$ cat src/rtl/core/lkvc_pkg.sv
// ----------------------------------------------------------------------------
// lkvc_pkg: shared types and constants for the lru key-value cache
// Field widths, operation codes, reset values and the slot and command
// records that pass between the cache top level and its slot cells.
// ----------------------------------------------------------------------------
package lkvc_pkg;

    // payload widths
    localparam int KEY_W   = 32;
    localparam int VALUE_W = 32;
    localparam int CAP_W   = 5;

    // default number of slots and capacity after reset
    localparam int            DEFAULT_ENTRIES = 16;
    localparam logic [CAP_W-1:0] CAP_RESET    = 5'd16;

    // operation codes carried in func
    localparam logic FUNC_GET = 1'b0;
    localparam logic FUNC_PUT = 1'b1;

    // contents of one slot
    typedef struct packed {
        logic               valid;
        logic [KEY_W-1:0]   key;
        logic [VALUE_W-1:0] value;
    } t_slot;

    // per-item command broadcast to every cell
    typedef struct packed {
        logic update;    // apply this item to the slot row
        logic hit_mode;  // shift only cells up to the matching one
        logic evict;     // least recent entry is dropped, valid bits hold
    } t_cell_cmd;

endpackage

$ cat src/rtl/core/lkvc_cell.sv
// ----------------------------------------------------------------------------
// lkvc_cell: one slot of the recency-ordered cache row
// Holds one key/value entry, compares it against a lookup key, takes over
// its upper neighbor's entry when the row shifts, and feeds the match,
// read and eviction chains that run through the row.
// ----------------------------------------------------------------------------
module lkvc_cell (
    input  logic                           i_clk,
    input  logic                           i_rst_n,
    // lookup, sampled when an input transfer is accepted
    input  logic                           i_lookup,
    input  logic [lkvc_pkg::KEY_W-1:0]     i_lookup_key,
    // update command for the current item
    input  lkvc_pkg::t_cell_cmd            i_cmd,
    // neighbors
    input  lkvc_pkg::t_slot                i_prev_slot,
    input  logic                           i_next_valid,
    output lkvc_pkg::t_slot                o_slot,
    // chains through the row
    input  logic                           i_found,
    output logic                           o_found,
    input  logic [lkvc_pkg::VALUE_W-1:0]   i_rd_value,
    output logic [lkvc_pkg::VALUE_W-1:0]   o_rd_value,
    input  logic [lkvc_pkg::KEY_W-1:0]     i_ev_key,
    output logic [lkvc_pkg::KEY_W-1:0]     o_ev_key
);

    logic                           r_valid;
    logic [lkvc_pkg::KEY_W-1:0]     r_key;
    logic [lkvc_pkg::VALUE_W-1:0]   r_value;
    logic                           r_match;
    logic                           n_valid;
    logic                           w_shift;
    logic                           w_last;

    // shift decision: in hit mode only cells at or above the match move
    always_comb begin
        w_shift = i_cmd.hit_mode ? !i_found : 1'b1;
        n_valid = i_cmd.evict ? (i_prev_slot.valid & r_valid) : i_prev_slot.valid;
        w_last  = r_valid & !i_next_valid;
    end

    // valid bit and match flag
    always_ff @(posedge i_clk) begin
        if (!i_rst_n) begin
            r_valid <= 1'b0;
            r_match <= 1'b0;
        end else begin
            if (i_cmd.update && w_shift) begin
                r_valid <= n_valid;
            end
            if (i_lookup) begin
                r_match <= r_valid && (r_key == i_lookup_key);
            end
        end
    end

    // entry payload
    always_ff @(posedge i_clk) begin
        if (i_cmd.update && w_shift) begin
            r_key   <= i_prev_slot.key;
            r_value <= i_prev_slot.value;
        end
    end

    // chain outputs, keys are unique so at most one cell contributes
    always_comb begin
        o_slot.valid = r_valid;
        o_slot.key   = r_key;
        o_slot.value = r_value;
        o_found      = i_found | r_match;
        o_rd_value   = i_rd_value | (r_match ? r_value : '0);
        o_ev_key     = i_ev_key | (w_last ? r_key : '0);
    end

endmodule

$ cat src/rtl/core/lru_key_value_cache_top.sv
// ----------------------------------------------------------------------------
// lru_key_value_cache_top: fully associative key-value cache, lru order
// A row of slot cells kept in recency order, most recent in slot 0.
// ----------------------------------------------------------------------------
// Usage
//   Input stream: s_axis_tdata carries key and value, s_axis_tuser carries
//   func (get or put). Output stream: m_axis_tdata carries read_value and
//   evicted_key, m_axis_tuser carries hit and evicted. One result per item.
//   Capacity is written through i_cfg_wr_en / i_cfg_wr_data while idle.
//   Timing: the edge that accepts an item samples the key compare in every
//   cell; the next edge, unless the receiver stalls, applies the shift of the
//   slot row and loads the output register.
//   Flow: one item in flight at a time; the compare-then-update sequence on
//   the shared slot row must finish before the next item is accepted.
//   Reset: the cache is empty and capacity returns to 16.
//   Receiver stall: a waiting result holds in the output register; the
//   following item may still be accepted and compared, but its update and
//   result wait until the output register is taken.
// ----------------------------------------------------------------------------
module lru_key_value_cache_top #(
    parameter int ENTRIES = lkvc_pkg::DEFAULT_ENTRIES
) (
    input  logic                           i_clk,
    input  logic                           i_rst_n,
    // configuration: capacity register
    input  logic                           i_cfg_wr_en,
    input  logic [lkvc_pkg::CAP_W-1:0]     i_cfg_wr_data,
    // input stream
    input  logic                           s_axis_tvalid,
    output logic                           s_axis_tready,
    input  logic [63:0]                    s_axis_tdata,  // [31:0] key, [63:32] value
    input  logic [0:0]                     s_axis_tuser,  // [0] func
    // output stream
    output logic                           m_axis_tvalid,
    input  logic                           m_axis_tready,
    output logic [63:0]                    m_axis_tdata,  // [31:0] read_value, [63:32] evicted_key
    output logic [1:0]                     m_axis_tuser   // [0] hit, [1] evicted
);

    localparam int OCC_W = $clog2(ENTRIES + 1);
    localparam int CMP_W = ((OCC_W > lkvc_pkg::CAP_W) ? OCC_W : lkvc_pkg::CAP_W) + 1;
    localparam logic [CMP_W-1:0] ENTRIES_C = CMP_W'(ENTRIES);

    logic [lkvc_pkg::CAP_W-1:0]     r_capacity;
    logic [OCC_W-1:0]               r_occ;
    logic                           r_busy;
    logic                           r_func;
    logic [lkvc_pkg::KEY_W-1:0]     r_key;
    logic [lkvc_pkg::VALUE_W-1:0]   r_value;
    logic                           r_out_valid;
    logic [63:0]                    r_out_data;
    logic [1:0]                     r_out_user;

    logic                           w_accept;
    logic                           w_fire;
    logic                           w_hit;
    logic                           w_put;
    logic                           w_evict;
    logic [CMP_W-1:0]               w_cap_ext;
    logic [CMP_W-1:0]               w_cap_eff;
    logic [CMP_W-1:0]               w_occ_ext;
    lkvc_pkg::t_cell_cmd            w_cmd;

    lkvc_pkg::t_slot                w_slot   [ENTRIES+1];
    logic                           w_valid  [ENTRIES+1];
    logic                           w_found  [ENTRIES+1];
    logic [lkvc_pkg::VALUE_W-1:0]   w_rd     [ENTRIES+1];
    logic [lkvc_pkg::KEY_W-1:0]     w_ev     [ENTRIES+1];

    // handshake
    assign s_axis_tready = !r_busy;
    assign w_accept      = s_axis_tvalid && s_axis_tready;
    assign w_fire        = r_busy && (!r_out_valid || m_axis_tready);

    // effective capacity saturated into 1..ENTRIES
    always_comb begin
        w_cap_ext = CMP_W'(r_capacity);
        if (w_cap_ext == '0) begin
            w_cap_eff = CMP_W'(1);
        end else if (w_cap_ext > ENTRIES_C) begin
            w_cap_eff = ENTRIES_C;
        end else begin
            w_cap_eff = w_cap_ext;
        end
        w_occ_ext = CMP_W'(r_occ);
    end

    // item decode
    always_comb begin
        w_hit          = w_found[ENTRIES];
        w_put          = (r_func == lkvc_pkg::FUNC_PUT);
        w_evict        = w_put && !w_hit && (w_occ_ext >= w_cap_eff) && (r_occ != '0);
        w_cmd.update   = w_fire && (w_hit || w_put);
        w_cmd.hit_mode = w_hit;
        w_cmd.evict    = w_evict;
    end

    // new most recent entry enters the row at slot 0
    assign w_slot[0].valid  = 1'b1;
    assign w_slot[0].key    = r_key;
    assign w_slot[0].value  = w_put ? r_value : w_rd[ENTRIES];
    assign w_found[0]       = 1'b0;
    assign w_rd[0]          = '0;
    assign w_ev[0]          = '0;
    assign w_valid[ENTRIES] = 1'b0;

    // slot row
    for (genvar g = 0; g < ENTRIES; g++) begin : g_cell
        assign w_valid[g] = w_slot[g+1].valid;

        lkvc_cell u_cell (
            .i_clk        (i_clk),
            .i_rst_n      (i_rst_n),
            .i_lookup     (w_accept),
            .i_lookup_key (s_axis_tdata[31:0]),
            .i_cmd        (w_cmd),
            .i_prev_slot  (w_slot[g]),
            .i_next_valid (w_valid[g+1]),
            .o_slot       (w_slot[g+1]),
            .i_found      (w_found[g]),
            .o_found      (w_found[g+1]),
            .i_rd_value   (w_rd[g]),
            .o_rd_value   (w_rd[g+1]),
            .i_ev_key     (w_ev[g]),
            .o_ev_key     (w_ev[g+1])
        );
    end

    // control registers
    always_ff @(posedge i_clk) begin
        if (!i_rst_n) begin
            r_capacity  <= lkvc_pkg::CAP_RESET;
            r_occ       <= '0;
            r_busy      <= 1'b0;
            r_out_valid <= 1'b0;
        end else begin
            if (i_cfg_wr_en) begin
                r_capacity <= i_cfg_wr_data;
            end
            if (w_accept) begin
                r_busy <= 1'b1;
            end else if (w_fire) begin
                r_busy <= 1'b0;
            end
            if (w_fire && w_put && !w_hit && !w_evict) begin
                r_occ <= r_occ + OCC_W'(1);
            end
            if (w_fire) begin
                r_out_valid <= 1'b1;
            end else if (m_axis_tready) begin
                r_out_valid <= 1'b0;
            end
        end
    end

    // item and result payload
    always_ff @(posedge i_clk) begin
        if (w_accept) begin
            r_func  <= s_axis_tuser[0];
            r_key   <= s_axis_tdata[31:0];
            r_value <= s_axis_tdata[63:32];
        end
        if (w_fire) begin
            r_out_data[31:0]  <= (w_hit && !w_put) ? w_rd[ENTRIES] : '0;
            r_out_data[63:32] <= w_evict ? w_ev[ENTRIES] : '0;
            r_out_user[0]     <= w_hit;
            r_out_user[1]     <= w_evict;
        end
    end

    assign m_axis_tvalid = r_out_valid;
    assign m_axis_tdata  = r_out_data;
    assign m_axis_tuser  = r_out_user;

    // checks
    a_occ_bound: assert property (@(posedge i_clk) disable iff (!i_rst_n)
        CMP_W'(r_occ) <= ENTRIES_C)
        else $error("occupancy beyond slot count");

    a_evict_keeps_occ: assert property (@(posedge i_clk) disable iff (!i_rst_n)
        (w_fire && w_evict) |=> $stable(r_occ))
        else $error("eviction changed occupancy");

    a_evict_not_hit: assert property (@(posedge i_clk) disable iff (!i_rst_n)
        (m_axis_tvalid && m_axis_tuser[1]) |-> !m_axis_tuser[0])
        else $error("result flags both hit and eviction");

    a_fire_gives_result: assert property (@(posedge i_clk) disable iff (!i_rst_n)
        w_fire |=> (m_axis_tvalid && !r_busy))
        else $error("update did not present a result");

endmodule
$ cat config.mk
export PLATFORM = sky130hd
export DESIGN_NAME = lru_key_value_cache_top
export DESIGN_NICKNAME = d
export VERILOG_FILES = /design/src/rtl/core/lkvc_pkg.sv /design/src/rtl/core/lkvc_cell.sv /design/src/rtl/core/lru_key_value_cache_top.sv
export SDC_FILE = /design/constraint.sdc
export NUM_CORES = 1
export LEC_CHECK = 0
export BUFFER_PORTS_ARGS = -buffer_cell sky130_fd_sc_hd__buf_2
export CORE_ASPECT_RATIO = 1.1
export CORE_MARGIN = 10
export CORE_UTILIZATION = 55
export DETAILED_ROUTE_END_ITERATION = 8
export PLACE_DENSITY_LB_ADDON = 0.25
export RECOVER_POWER = 100
export SETUP_SLACK_MARGIN = 0.05
export SLEW_MARGIN = 15
export SYNTH_ARGS = -nofsm -noshare
export SYNTH_HDL_FRONTEND = slang
export SYNTH_SLANG_ARGS = --single-unit
$ cat constraint.sdc
create_clock -name i_clk -period 11.2 [get_ports i_clk]
set_input_delay 0.56 -clock i_clk [delete_from_list [all_inputs] [get_ports i_clk]]
set_output_delay 0.56 -clock i_clk [all_outputs]
set_load 0.1 [all_outputs]
==> summary.txt <==
Run status
  • Outcome: finished, violations left
  • Failing checks: max-capacitance violations, max-slew violations

Clock tree
  • Clock slew at reported path FFs: 0.06 ns
  • Setup Buffers After CTS: 0
  • Max clock buf depth: 3
  • H-tree depth: 3
  • Clock sinks: roughly 1,200
  • CTS tree: yes
  • Worst skew pair latency: slightly above 0.7 ns
  • TritonCTS buffer count: approximately 120
  • Clock root buffer: clkbuf_16

Floorplanning
  • Die X: 304 µm
  • Starting Density: 0.554
  • # rows: between 100 and 150
  • Die height: 332 µm
  • Die footprint: 101,000 µm²
  • IO Count: 143
  • Core area: 87,900 µm²

Global routing
  • Gr usage total: 0.347
  • Initial antenna violation count: 8
  • GRT overflow: 0
  • First-pass GRT wire length: around 250,000 µm
  • Number of global-route vias before repair: 31,358
  • Largest net degree at the start of global routing: between 60 and 70

Critical path
  • CP cell instances: clkbuf_1 -> nor4_1 -> nand4_1 -> nor3_1 -> nor2_1 -> buf_4
  • Startpoint class of the critical path: flop
  • CP max-delay cell: nor2_1
  • Critical path type: reg -> reg
  • Crit path DAT: 7.95 ns
  • Required @ worst endpoint: ~12 ns
  • Crit-path max FO: 41
  • Slowest cell delay on critical path: 2.64 ns
  • Worst path bufs/invs: 2
  • CP top delay family: simple AND/OR/NAND/NOR gates
  • CP endpoint kind: flop

Routing
  • Routed WL: 181,000 µm
  • Iteration-0 DRC Markers: 5,311
  • Post-route DRC: 0
  • Via count: ~32,000
  • Post-route ant nets: 0
  • Wirelength per Cell: about 40 µm
  • Drt via density: just over 7
  • DRT Pass-1 Iters: 6

Final layout
  • Layout cell share with drive strength beyond 1: 0.0949
  • Finished Layout Cells: about 4,500
  • Layout area overhead: 11.8%
  • Final core occ: 0.620
  • # fillers: around 6,600
  • Nets@finish: between 3,000 and 4,000

Timing
  • Worst Max-Slew Pin Slew: 4.07 ns
  • Tcrit/Tclk final: 0.680
  • Final Max Tran Viols: slightly below 1,000
  • Setup TNS: 0 ns
  • RSZ-0062 raised after global routing: false
  • Clk_skew: roughly 0.033 ns
  • Worst slew margin: -1.72
  • Final hold vios: 0
  • Fmax: roughly 0.13 GHz
  • Period minus WS final: roughly 7.6 ns
  • Final setup vio count: 0

Yosys
  • Syn nets: between 3,000 and 4,000
  • Netlist cell types: 51
  • Ys async rst share: 0
  • Cells after Synth: approximately 3,100
  • Register area share after synthesis: 0.731
  • Primary FF master, synth: edfxtp_1
  • Yosys warns: 0
  • Syn Area/Cell: between 15 and 20 µm²
  • Post-synthesis register bit count: roughly 1,200
  • Mapped Area: 48,700 µm²
  • Post-synth EDFFs: 1,155

Power and ir drop
  • Peak supply drop: roughly 0.13 mV
  • Power Density: roughly 190 nW/µm²
  • Leak Pwr: 17.1 nW

Placement
  • Placed insts: ~4,200
  • IO Port Bufs: roughly 140
  • Detailed Place HPWL: around 120,000 µm
  • GPL Wtd Cong: between 1 and 1.5

Flow run
  • Max_cap viols: 37

Worst hold path
  • Worst min path class: in -> reg
sequential cells by signal, summed over array words and instances (netlist names), 2 cells and up:
register               count
g_cell.u_cell.r_value    512
r_capacity                 5
g_cell.u_cell.r_key      512
m_axis_tdata              64
g_cell.u_cell.r_match     16
r_value                   32
g_cell.u_cell.r_valid     16
r_key                     32
m_axis_tuser               2
r_occ                      5
cell usage in the layout (no fill, tap or decap), types with 3 or more instances in the layout:
| cell type | netlist | final |
|---|---|---|
| a21oi_1 | 46 | 46 |
| a221oi_1 | 109 | 109 |
| a22o_1 | 109 | 109 |
| a22oi_1 | 294 | 294 |
| a31oi_1 | 18 | 18 |
| and3_1 | 12 | 12 |
| and4_1 | 6 | 6 |
| buf_2 | 2 | 41 |
| buf_4 | 0 | 45 |
| bufinv_16 | 0 | 16 |
| clkbuf_1 | 192 | 131 |
| clkbuf_16 | 0 | 117 |
| clkinv_1 | 0 | 24 |
| clkinv_2 | 0 | 23 |
| clkinvlp_2 | 0 | 7 |
| clkinvlp_4 | 0 | 13 |
| dfxtp_1 | 44 | 30 |
| dfxtp_2 | 0 | 14 |
| dlygate4sd3_1 | 0 | 13 |
| edfxtp_1 | 1155 | 1155 |
| ha_1 | 7 | 7 |
| inv_1 | 18 | 10 |
| inv_16 | 0 | 3 |
| mux2i_1 | 4 | 4 |
| nand2_1 | 28 | 28 |
| nand3_1 | 69 | 69 |
| nand4_1 | 131 | 133 |
| nor2_1 | 146 | 145 |
| nor2b_2 | 0 | 7 |
| nor2b_4 | 0 | 9 |
| nor3_1 | 23 | 22 |
| nor4_1 | 66 | 65 |
| o211a_1 | 3 | 3 |
| o21ai_0 | 22 | 21 |
| o221a_2 | 5 | 5 |
| o31ai_1 | 7 | 7 |
| or3_1 | 6 | 6 |
| or4_1 | 5 | 6 |
| xnor2_1 | 288 | 288 |
| xor2_1 | 224 | 223 |
cells by family after synthesis:
logic type,Yosys count,share of synthesized area
AOI/OAI and AO/OA,630,0.0998
adders and majority gates,7,0.00180
xor gates and xnor gates,512,0.0921
and+or+nand+nor,519,0.0570
buffers and inverters,230,0.0178
muxes,4,0.000823
DFF,1199,0.731
path summary, 6_finish.rpt:
check                            start  slack, ns                          end  depth (start not counted)
min                   s_axis_tdata[41]       0.03                   r_value[9]                          1
max reg2reg  g_cell[12].u_cell.r_match       3.58  g_cell[4].u_cell.r_value[5]                          6
min reg2reg                  r_key[12]       0.42   g_cell[0].u_cell.r_key[12]                          0
max          g_cell[12].u_cell.r_match       3.58  g_cell[4].u_cell.r_value[5]                          6
cell usage after synthesis, drive strengths merged, types with 2 or more instances:
master / instances / share of area
edfxtp: 1155 / 0.71
a22oi: 294 / 0.045
xnor2: 288 / 0.052
xor2: 224 / 0.040
clkbuf: 192 / 0.015
nor2: 146 / 0.011
nand4: 133 / 0.018
a221oi: 109 / 0.020
a22o: 109 / 0.020
nand3: 69 / 0.0071
nor4: 67 / 0.0089
a21oi: 46 / 0.0047
dfxtp: 44 / 0.018
nand2: 28 / 0.0022
nor3: 24 / 0.0027
o21ai: 22 / 0.0023
buf: 20 / 0.0016
a31oi: 18 / 0.0023
inv: 18 / 0.0014
nor2b: 16 / 0.0021
and3: 12 / 0.0015
ha: 7 / 0.0018
o31ai: 7 / 0.0011
and4: 6 / 0.0011
or3: 6 / 0.00077
or4: 6 / 0.0010
o221a: 5 / 0.0012
mux2i: 4 / 0.00082
o211a: 3 / 0.00062
a2111oi: 2 / 0.00036
a211o: 2 / 0.00036
and2: 2 / 0.00026
nand2b: 2 / 0.00026
o211ai: 2 / 0.00031
o311ai: 2 / 0.00036
o41ai: 2 / 0.00036
layout make-up:
type	count	area, µm²	share of cell area
diodes	2	5.00	0.0000919
clock buffers	134	2990	0.0550
clock inverters	84	905	0.0166
inverters	18	76.3	0.00140
multi-input cells	1672	12300	0.226
flip-flops and latches	1199	35600	0.654
well taps	1160	1450	0.0267
repair buffers	213	1100	0.0202
per-layer routing:
| metal | GRT usage | up-vias | share of wire |
|---|---|---|---|
| li1 | - | 12501 | - |
| met1 | 0.426 | 16211 | 0.33 |
| met3 | 0.0778 | 643 | 0.12 |
| met5 | 0.00436 | - | 0.00063 |
| met2 | 0.545 | 2983 | 0.46 |
| met4 | 0.237 | 12 | 0.087 |
power breakdown:
part	internal, W	switching (W)	leakage (nW)
clock	0.00229	0.00180	1.88
combinational	0.000171	0.000599	4.25
sequential	0.00512	0.000143	11.0
metrics by stage:
| step | setup WS, ns | power, W | cell area (µm²) | hold slack, ns |
|---|---|---|---|---|
| 2_1_floorplan | 3.90 | 0.00572 | 48700 | 0.400 |
| 3_3_place_gp | 7.02 | 0.00607 | 50700 | 0.402 |
| 3_5_place_dp | 6.95 | 0.00608 | 50700 | 0.405 |
| 4_1_cts | 6.99 | 0.0101 | 54700 | 0.00398 |
| 5_1_grt | 3.54 | 0.0103 | 54400 | 0.0168 |
| 6_report | 3.58 | 0.0101 | 54400 | 0.0301 |
repair_timing:
| action | 4_1_cts | 5_1_grt |
|---|---|---|
| gates resized for setup | 0 | 0 |
| endpoints found under the hold margin | 13 | 0 |
| hold buffers | 13 | 0 |
(Power assumes the default switching activity.)
